--- config.mk ---
export PLATFORM = sky130hd
export DESIGN_NAME = tlpra_ctrl
export DESIGN_NICKNAME = d
export VERILOG_FILES = /design/src/hw/rtl/tlpra_pkg.sv /design/src/hw/rtl/tlpra_ctrl.sv
export SDC_FILE = /design/constraint.sdc
export NUM_CORES = 1
export LEC_CHECK = 0
export ABC_AREA = 1
export BUFFER_PORTS_ARGS = -buffer_cell sky130_fd_sc_hd__buf_2
export CORE_MARGIN = 10
export CORE_UTILIZATION = 35
export DETAILED_ROUTE_END_ITERATION = 7
export GPL_TIMING_DRIVEN = 0
export PLACE_DENSITY = 0.5
export SLEW_MARGIN = 20
export SYNTH_ARGS = -nofsm -noshare
export SYNTH_HDL_FRONTEND = slang
export SYNTH_SLANG_ARGS = --single-unit
--- constraint.sdc ---
create_clock -name clk -period 7.7 [get_ports clk]
set_input_delay 0.77 -clock clk [delete_from_list [all_inputs] [get_ports clk]]
set_output_delay 0.77 -clock clk [all_outputs]
set_load 0.02 [all_outputs]
--- src/hw/rtl/tlpra_pkg.sv ---
package tlpra_pkg;

	localparam int DIR_ENTRIES_DEF   = 16;
	localparam int TABLE_ENTRIES_DEF = 1024;

	localparam int REQ_TYPE_W = 2;
	localparam int PAGE_CNT_W = 15;
	localparam int VPAGE_W    = 14;
	localparam int FRAME_W    = 20;
	// widest page address: 1024 directories of 1024 entries
	localparam int MEM_AW_MAX = 20;

	localparam logic [REQ_TYPE_W-1:0] REQ_FIND  = 2'd0;
	localparam logic [REQ_TYPE_W-1:0] REQ_MAP   = 2'd1;
	localparam logic [REQ_TYPE_W-1:0] REQ_UNMAP = 2'd2;

	typedef struct packed {
		logic [REQ_TYPE_W-1:0] req_type;
		logic [PAGE_CNT_W-1:0] page_count;
		logic [VPAGE_W-1:0]    virt_page;
		logic [FRAME_W-1:0]    phys_frame;
	} req_t;

	typedef struct packed {
		logic               found;
		logic [VPAGE_W-1:0] start_page;
		logic               need_invalidate;
		logic               table_created;
	} rsp_t;

	typedef struct packed {
		logic                  en;
		logic [MEM_AW_MAX-1:0] addr;
		logic                  present;
		logic                  frame_en;
		logic [FRAME_W-1:0]    frame;
	} mem_wr_t;

	typedef enum logic [2:0] {
		ST_IDLE,
		ST_CHECK,
		ST_CLEAR,
		ST_WRITE,
		ST_FIND,
		ST_RESP
	} state_t;

endpackage

--- src/hw/rtl/tlpra_ctrl.sv ---
module tlpra_ctrl #(
	parameter int DIR_ENTRIES   = tlpra_pkg::DIR_ENTRIES_DEF,
	parameter int TABLE_ENTRIES = tlpra_pkg::TABLE_ENTRIES_DEF
) (
	input  logic                  clk,
	input  logic                  arst_n,
	input  logic                  start,
	input  tlpra_pkg::req_t       req,
	output logic                  idle,
	input  logic                  rsp_free,
	output logic                  done,
	output tlpra_pkg::rsp_t       res,
	output logic [$clog2(DIR_ENTRIES*TABLE_ENTRIES)-1:0] rd_addr,
	input  logic                  rd_present,
	output tlpra_pkg::mem_wr_t    wr
);
	localparam int PAGES  = DIR_ENTRIES * TABLE_ENTRIES;
	localparam int AW     = $clog2(PAGES);
	localparam int DW     = $clog2(DIR_ENTRIES);
	localparam int CW     = $clog2(TABLE_ENTRIES);
	localparam int RW     = AW + 1;
	localparam int RCP_SH = 24;
	localparam int RCP_W  = 25;
	localparam int PW     = tlpra_pkg::VPAGE_W + RCP_W;
	// ceil(2^24 / TABLE_ENTRIES): exact quotient for any 14-bit page number
	localparam logic [RCP_W-1:0] RCP = RCP_W'((2**RCP_SH + TABLE_ENTRIES - 1) / TABLE_ENTRIES);
	localparam logic [DW-1:0] LAST_DIR = DW'(DIR_ENTRIES - 1);
	localparam logic [CW-1:0] LAST_ENT = CW'(TABLE_ENTRIES - 1);

	tlpra_pkg::state_t state_q, state_d;
	tlpra_pkg::req_t   req_q;
	tlpra_pkg::rsp_t   res_q;
	logic [PW-1:0]             prod_q;
	logic [DIR_ENTRIES-1:0]    dir_q;
	logic [AW-1:0]             base_q;
	logic [CW-1:0]             cnt_q;
	logic                      created_q;
	logic [DW-1:0]             sd_q;
	logic [CW-1:0]             se_q;
	logic [AW-1:0]             sp_q;
	logic                      tok_v_s1, tok_abs_s1;
	logic [AW-1:0]             tok_p_s1;
	logic [RW-1:0]             run_q, run_n;
	logic [AW-1:0]             start_q, start_n;
	logic [tlpra_pkg::PAGE_CNT_W-1:0] want_q;

	logic [PW-RCP_SH-1:0] dir_num;
	logic [DW-1:0]        d_idx;
	logic                 in_range, dir_hit, is_map;
	logic [AW-1:0]        vp_addr;
	logic                 free, hit, issue_en, scan_end;

	assign dir_num  = prod_q[PW-1:RCP_SH];
	assign d_idx    = dir_num[DW-1:0];
	assign in_range = 32'(dir_num) < 32'(DIR_ENTRIES);
	assign dir_hit  = dir_q[d_idx];
	assign is_map   = req_q.req_type == tlpra_pkg::REQ_MAP;
	assign vp_addr  = AW'(req_q.virt_page);

	// scan result stage: token from last cycle meets its memory read
	always_comb begin
		free    = tok_abs_s1 || !rd_present;
		start_n = (run_q == '0 && free) ? tok_p_s1 : start_q;
		if (!free) begin
			run_n = '0;
		end else if (tok_abs_s1) begin
			run_n = run_q + RW'(TABLE_ENTRIES);
		end else begin
			run_n = run_q + RW'(1);
		end
	end

	assign hit      = (state_q == tlpra_pkg::ST_FIND) && tok_v_s1 && free
		&& (32'(run_n) >= 32'(want_q));
	assign issue_en = (state_q == tlpra_pkg::ST_FIND) && (sd_q != LAST_DIR) && !hit;
	assign scan_end = (sd_q == LAST_DIR) && !tok_v_s1;

	always_comb begin
		state_d = state_q;
		unique case (state_q)
			tlpra_pkg::ST_IDLE: begin
				if (start) begin
					unique case (req.req_type)
						tlpra_pkg::REQ_FIND:  state_d = tlpra_pkg::ST_FIND;
						tlpra_pkg::REQ_MAP,
						tlpra_pkg::REQ_UNMAP: state_d = tlpra_pkg::ST_CHECK;
						default:              state_d = tlpra_pkg::ST_RESP;
					endcase
				end
			end
			tlpra_pkg::ST_CHECK: begin
				if (!in_range) begin
					state_d = tlpra_pkg::ST_RESP;
				end else if (dir_hit) begin
					state_d = tlpra_pkg::ST_WRITE;
				end else if (is_map) begin
					state_d = tlpra_pkg::ST_CLEAR;
				end else begin
					state_d = tlpra_pkg::ST_RESP;
				end
			end
			tlpra_pkg::ST_CLEAR: begin
				if (cnt_q == LAST_ENT) begin
					state_d = tlpra_pkg::ST_WRITE;
				end
			end
			tlpra_pkg::ST_WRITE: state_d = tlpra_pkg::ST_RESP;
			tlpra_pkg::ST_FIND: begin
				if (hit || scan_end) begin
					state_d = tlpra_pkg::ST_RESP;
				end
			end
			tlpra_pkg::ST_RESP: begin
				if (rsp_free) begin
					state_d = tlpra_pkg::ST_IDLE;
				end
			end
			default: state_d = tlpra_pkg::ST_IDLE;
		endcase
	end

	always_comb begin
		idle    = state_q == tlpra_pkg::ST_IDLE;
		done    = (state_q == tlpra_pkg::ST_RESP) && rsp_free;
		rd_addr = (state_q == tlpra_pkg::ST_FIND) ? sp_q : vp_addr;
		wr      = '0;
		unique case (state_q)
			tlpra_pkg::ST_CLEAR: begin
				wr.en   = 1'b1;
				wr.addr = tlpra_pkg::MEM_AW_MAX'(base_q + AW'(cnt_q));
			end
			tlpra_pkg::ST_WRITE: begin
				wr.en       = 1'b1;
				wr.addr     = tlpra_pkg::MEM_AW_MAX'(vp_addr);
				wr.present  = is_map;
				wr.frame_en = is_map;
				wr.frame    = req_q.phys_frame;
			end
			default: ;
		endcase
	end

	always_ff @(posedge clk or negedge arst_n) begin
		if (!arst_n) begin
			state_q  <= tlpra_pkg::ST_IDLE;
			dir_q    <= '0;
			tok_v_s1 <= 1'b0;
		end else begin
			state_q  <= state_d;
			tok_v_s1 <= issue_en;
			if (state_q == tlpra_pkg::ST_CHECK && in_range && is_map && !dir_hit) begin
				dir_q[d_idx] <= 1'b1;
			end
		end
	end

	always_ff @(posedge clk) begin
		if (start && state_q == tlpra_pkg::ST_IDLE) begin
			req_q     <= req;
			prod_q    <= req.virt_page * RCP;
			want_q    <= (req.page_count == '0) ? tlpra_pkg::PAGE_CNT_W'(1) : req.page_count;
			run_q     <= '0;
			start_q   <= '0;
			sd_q      <= '0;
			se_q      <= '0;
			sp_q      <= '0;
			cnt_q     <= '0;
			created_q <= 1'b0;
			res_q     <= '0;
		end
		unique case (state_q)
			tlpra_pkg::ST_CHECK: begin
				base_q    <= AW'(d_idx * TABLE_ENTRIES);
				created_q <= in_range && is_map && !dir_hit;
			end
			tlpra_pkg::ST_CLEAR: cnt_q <= cnt_q + CW'(1);
			tlpra_pkg::ST_WRITE: begin
				res_q.need_invalidate <= !created_q && rd_present;
				res_q.table_created   <= created_q;
			end
			tlpra_pkg::ST_FIND: begin
				if (tok_v_s1) begin
					run_q   <= run_n;
					start_q <= start_n;
				end
				if (hit) begin
					res_q.found      <= 1'b1;
					res_q.start_page <= tlpra_pkg::VPAGE_W'(start_n);
				end
				if (issue_en) begin
					if (dir_q[sd_q]) begin
						sp_q <= sp_q + AW'(1);
						if (se_q == LAST_ENT) begin
							se_q <= '0;
							sd_q <= sd_q + DW'(1);
						end else begin
							se_q <= se_q + CW'(1);
						end
					end else begin
						sp_q <= sp_q + AW'(TABLE_ENTRIES);
						sd_q <= sd_q + DW'(1);
					end
				end
			end
			default: ;
		endcase
		tok_abs_s1 <= !dir_q[sd_q];
		tok_p_s1   <= sp_q;
	end

	assign res = res_q;

endmodule

Yosys cells after proc, flatten, opt, wreduce, memory -nomap -nowiden
Cells that the tools add are included.
W data, S select, Z words.

storage, ports and cells
  register bits = 175
  output and inout port bits = 76

operators by class
  add/sub/neg operators = 8
  magnitude comparators = 5
  equality and inequality tests = 16
  multiplexer cells = 49
  bitwise operators = 1
  reduce and logical (&&, ||, !) cells = 33

operators by type and width
  operator                  count
  $mux W14                  9
  $mux W15                  7
  $mux W10                  7
  $pmux W21 S2              1
  $logic_not A15 Y1         2
  $mux W22                  1
  $mux W3                   7
  $add A10 B1 Y10 const B   2
  $eq A10 B10 Y1 const B    2
  $mux W4                   5
  $pmux W3 S6               1
  $mux W17                  1
  $logic_and A1 B1 Y1       16
  $or A16 B16 Y16           1
  $add A14 B10 Y15          1
  $add A15 B1 Y15 const B   1
  $add A15 B11 Y15 const B  1
  $ge A15 B15 Y1            1
  $lt A4 B5 Y1 const B      3
  $add A14 B1 Y14 const B   1
  $add A14 B11 Y14 const B  1
  $bmux W1 S4               2
  $eq A3 B2 Y1 const B      2
  $eq A3 B3 Y1 const B      2
  other kinds (20)          35

Longest topological paths before layout
  depth after elaboration = 9
  gate-level depth with buffers = 22

Worst setup path before layout
Ideal clock, no wire load.

  path type = register -> register
  start = reg run_q[0]
  end = reg sp_q[0], enable pin
  setup time = 313 ps
  arrival time = 2571 ps
  required time = 7387 ps
  setup slack = 4815 ps
  cell stages (with the launch flop) = 18
  clock period less this slack = 2885 ps
  cells stage by stage = dfxtp_1 > ha_1 > nand3_1 > nor2_1 > inv_1 > o21ai_0 > o21ai_0 > a21oi_1 > ha_1 > nand2_1 > nor2_1 > nand2_1 > nor2_1 > nor2_1 > nand3_1 > a21boi_2 > buf_2 > nand2_1

on the way
  longest elaborated chain between the ends = 9
  elaborated cells between the ends (all ways) = 10

RTL lines
  what                                                        line                                text
  from (decl)                                                 tlpra_ctrl.sv:43                    logic [RW-1:0] run_q, run_n;
  from (signal assigned)                                      tlpra_ctrl.sv:183                   run_q <= run_n;
  $add A15 B1 Y15 / $add A15 B11 Y15 (equally long branches)  tlpra_ctrl.sv:69, tlpra_ctrl.sv:67
  $mux W15 *                                                  tlpra_ctrl.sv:66                    end else if (tok_abs_s1) begin
  $mux W15 *                                                  tlpra_ctrl.sv:64                    if (!free) begin
  $ge A15 B15 Y1 *                                            tlpra_ctrl.sv:74                    && (32'(run_n) >= 32'(want_q));
  $logic_and A1 B1 Y1 *                                       tlpra_ctrl.sv:74
  $logic_not A1 Y1 *                                          tlpra_ctrl.sv:75                    assign issue_en = (state_q == tlpra_pkg::ST_FIND) && (sd_q != LAST_DIR) && !hit;
  $logic_and A1 B1 Y1 *                                       tlpra_ctrl.sv:75
  named net issue_en                                          tlpra_ctrl.sv:51                    logic free, hit, issue_en, scan_end;
  $mux W14 *                                                  tlpra_ctrl.sv:190                   if (issue_en) begin
  $mux W14 *                                                  tlpra_ctrl.sv:171                   unique case (state_q)
  to (signal assigned)                                        tlpra_ctrl.sv:192                   sp_q <= sp_q + AW'(1);
  to (signal assigned)                                        tlpra_ctrl.sv:200                   sp_q <= sp_q + AW'(TABLE_ENTRIES);
  to (decl)                                                   tlpra_ctrl.sv:40                    logic [AW-1:0] sp_q;

The timed path passes the listed nets; every way through them passes the cells marked *.
A chain may end at the register's enable or synchronous reset.

Final worst setup path
  start = reg run_q[0]
  end = reg sp_q[2], enable pin

The elaborated chain is that of the path after synthesis.

==> flow_summary.yaml <==
run_status:
  result_of_the_run: "finished, final reports clean"
sta:
  report.final.slew_viol_count: 0
  fin_crit_sh: 0.485
  worstMarginPinSlew_ps: 751
  maximum_operating_frequency_ghz: 0.268
  finalSetupViolations: 0
  fin_skew_ps: 18.3
  post_layout_min_period_ps: 3740
  setup_tns_ps: 0
  worst_slew_margin_rel: 0.499
  grt_setup_unrepaired: "no"
  worst_slack_ps: 3960
  timing.final.hold_violations: 0
floorplanning:
  core-area_um2: 25300
  die_y_um: 181
  number_of_placement_rows: 58
  fp.dieW_um: 181
  floorplan.io_pins: 132
  initial_core_utilization: 0.358
  die_area_um2: 32700
global_routing:
  grtUsageTotal: 0.148
  grt_start_max_net_pins: 58
  grt-ovfl-total: 0
  grt_most_used_layer: "met2"
  grt.met3_usage: 0.0354
  grt_pass1_wl_um: 39400
  globalRouteMet2Util: 0.225
  grt_use_met1: 0.204
  grt_pass1_vias: 7303
  antenna_violations_before_repair: 0
synth:
  syn-instance-count: 1146
  cell_taking_the_most_area_after_synthesis: "sky130_fd_sc_hd__edfxtp_1"
  synth_cell_types: 47
  ys_warn_count: 0
  synth_area_per_cell_um2: 7.90
  xor_and_xnor_fraction_of_the_mapped_netlist_area: 0.0232
  share_of_synthesized_registers_carrying_an_async_set_or_reset: 0.114
  post_synth_fa_ha_maj_area_fraction: 0.0345
  post-synth-top-count-cell: "sky130_fd_sc_hd__nand2_1"
  post_synthesis_compound_gate_area_fraction: 0.102
  netlist_area_um2: 9060
  number_of_synthesized_flops_with_an_enable_pin: 78
  synth-simple-area-share: 0.254
  yosysTopAreaCellShare: 0.259
  dominant_combinational_cell_family_by_area_after_synthesis: "simple AND/OR/NAND/NOR gates"
  ys_ff_latch: 175
  synthTopCellsByArea: "sky130_fd_sc_hd__edfxtp_1, sky130_fd_sc_hd__dfxtp_1, sky130_fd_sc_hd__nand2_1, sky130_fd_sc_hd__inv_1, sky130_fd_sc_hd__dfrtp_1"
  sequential_to_total_area_share_from_yosys_stat: 0.484
  mux_contribution_to_synthesized_area: 0
  most_instantiated_cells_after_synthesis: "sky130_fd_sc_hd__nand2_1, sky130_fd_sc_hd__inv_1, sky130_fd_sc_hd__nand3_1"
  synth_ff_type: "sky130_fd_sc_hd__edfxtp_1"
final_layout:
  layout.cell_area.non_filler_um2: 10700
  final_net_count: 1376
  final.fill_count: 2606
  antenna_cells_inserted: 0
  final_layout_size_suffix_gt1_frac: 0.170
  layout-area-overhead-vs-synth_pct: 18.2
clock_tree:
  cts.repair_timing.setup_buffer_count: 0
  post_cts_resize_count: 0
  tritoncts.num_buffers: 17
  htree_num_levels: 4
  clockBufferDepth: 2
  clk_transition_reported_paths_ps: 70
  clk_lat_worst_skew_ps: 450
  tritoncts: "done"
  cts_sinks: 175
  cts_root_buf: "sky130_fd_sc_hd__clkbuf_16"
  ctsHoldBuffers: 0
critical_path:
  ws_path_type: "register to register"
  setup.worst_path.end_class: "register"
  timing.critical_path.cells: "ha_1 > nand3_1 > nor2_1 > inv_1 > o21ai_0 > nand3_1 > nand3_1 > inv_1 > ha_1 > nand2_1 > nand2_1 > nand3_1 > nand2_1 > nor2_1 > nand3_1 > a21boi_2 > buf_2 > nand2_1"
  crit_path_max_incr_delay_ps: 380
  path_common_cell: "sky130_fd_sc_hd__nand3_1"
  worst-path-max-fanout: 10
  crit_path_start_kind: "register"
  worstPathRequired_ps: 7780
  critical_path.slowest_cell: "sky130_fd_sc_hd__dfxtp_1"
  critPathArrivalTime_ps: 3820
routing:
  wl_per_cell_um: 14.9
  avgViaCountPerCell: 4.67
  finalWirelength_um: 24400
  route.antenna.remaining_nets: 0
  drt-pass1-iter-count: 5
  drt_iter0_markers: 609
  drc: 0
  num_vias: 7648
power:
  p_total_mw: 3.86
  p_per_area_nw_per_um2: 360
  power_leakage_nw: 4.98
  vdd_drop_max_uv: 142
place:
  placed_area_um2: 10100
  buffer_ports.inserted: 125
  gp_congestion: 0.835
  setup_slack_after_placement_ps: 3980
  place_hpwl_um: 18200
flow_run:
  cap_violations: 0
worst_hold_path:
  hp-class: "primary input to async pin"
## layout make-up
| class | count | area, um2 | share of cell area |
|---|---|---|---|
| flip-flops and latches | 175 | 4380 | 0.409 |
| clock inverters | 15 | 165 | 0.0154 |
| well taps | 330 | 413 | 0.0386 |
| inverters | 160 | 606 | 0.0566 |
| clock buffers | 17 | 425 | 0.0397 |
| repair buffers | 125 | 626 | 0.0584 |
| multi-input cells | 757 | 3770 | 0.352 |
| plain buffers | 59 | 315 | 0.0294 |
## power by group
part	switching [mW]	internal [mW]	total, mW
Sequential	0.169	1.26	1.43
Clock	0.421	0.464	0.885
Combinational	1.08	0.460	1.54
## worst paths after layout
kind,startpoint,cells after the start,end,slack [ps]
worst max-delay path,run_q[0],18,sp_q[2],3960
worst min-delay path,arst_n,1,dir_q[1],270
worst max register to register,run_q[0],18,sp_q[2],3960
worst min register to register,sp_q[11],0,tok_p_s1[11],410
max in group asynchronous,arst_n,1,state_q[2],7090
min in group clk,sp_q[11],0,tok_p_s1[11],410
## kinds of logic after synthesis
logic type | count (synthesis)
compound gates | 167
xor+xnor | 24
fa+ha+maj | 25
buf+inv | 219
flops | 175
other cells | 1
simple gates | 535
## placed cells by master (no fill, tap or decap), types with 3 or more instances in the layout
cell,instances
sky130_fd_sc_hd__buf_2,143
sky130_fd_sc_hd__conb_1,6
sky130_fd_sc_hd__nor4_1,6
sky130_fd_sc_hd__dfrtp_1,20
sky130_fd_sc_hd__buf_4,11
sky130_fd_sc_hd__nand4_1,7
sky130_fd_sc_hd__clkbuf_16,17
sky130_fd_sc_hd__xor2_1,21
sky130_fd_sc_hd__inv_1,149
sky130_fd_sc_hd__o31ai_1,4
sky130_fd_sc_hd__nand3_1,90
sky130_fd_sc_hd__nand2_1,307
sky130_fd_sc_hd__o21ai_1,33
sky130_fd_sc_hd__o21ai_0,78
sky130_fd_sc_hd__inv_6,4
sky130_fd_sc_hd__xnor2_1,3
sky130_fd_sc_hd__nand3b_1,11
sky130_fd_sc_hd__inv_2,9
sky130_fd_sc_hd__ha_1,25
sky130_fd_sc_hd__clkbuf_1,25
sky130_fd_sc_hd__nor2_1,79
sky130_fd_sc_hd__edfxtp_1,78
sky130_fd_sc_hd__nor3_1,16
sky130_fd_sc_hd__buf_6,4
sky130_fd_sc_hd__nand2_4,4
sky130_fd_sc_hd__o21bai_1,6
sky130_fd_sc_hd__inv_8,6
sky130_fd_sc_hd__o22ai_1,9
sky130_fd_sc_hd__dfxtp_1,77
sky130_fd_sc_hd__a21oi_1,25
sky130_fd_sc_hd__nand2_2,5
## sequential cells by signal, indices dropped and copies added, names as in the netlist, 3 cells and up
name	cells
res	17
run_q	15
base_q	4
start_q	14
tok_p_s1	14
vp_addr	14
se_q	10
sp_q	14
dir_q	16
want_q	15
req_q	22
state_q	3
cnt_q	10
sd_q	4
## layer usage
layer,wire (um),part of all wire
met5,0,0
met3,1180,0.048
met4,237,0.0097
met2,10800,0.44
met1,12200,0.50
## worst max-delay path, delay by kind of cell (launching register included)
family                     cells  cell delay, ps
and+or+nand+nor               11            1440
DFF                            1             380
buffers and inverters          3             440
adders and majority gates      2             490
AOI/OAI and AO/OA              2             620
## through the flow
stage | util | cells | hold slack, ps
2_1_floorplan | - | 1151 | 367
3_3_place_gp | 0.399 | 1606 | 391
3_5_place_dp | 0.399 | 1606 | 389
4_1_cts | 0.423 | 1638 | 277
5_1_grt | 0.423 | 1638 | 296
6_report | 0.423 | 1638 | 273
No activity file was read; power rests on OpenSTA's default activity.
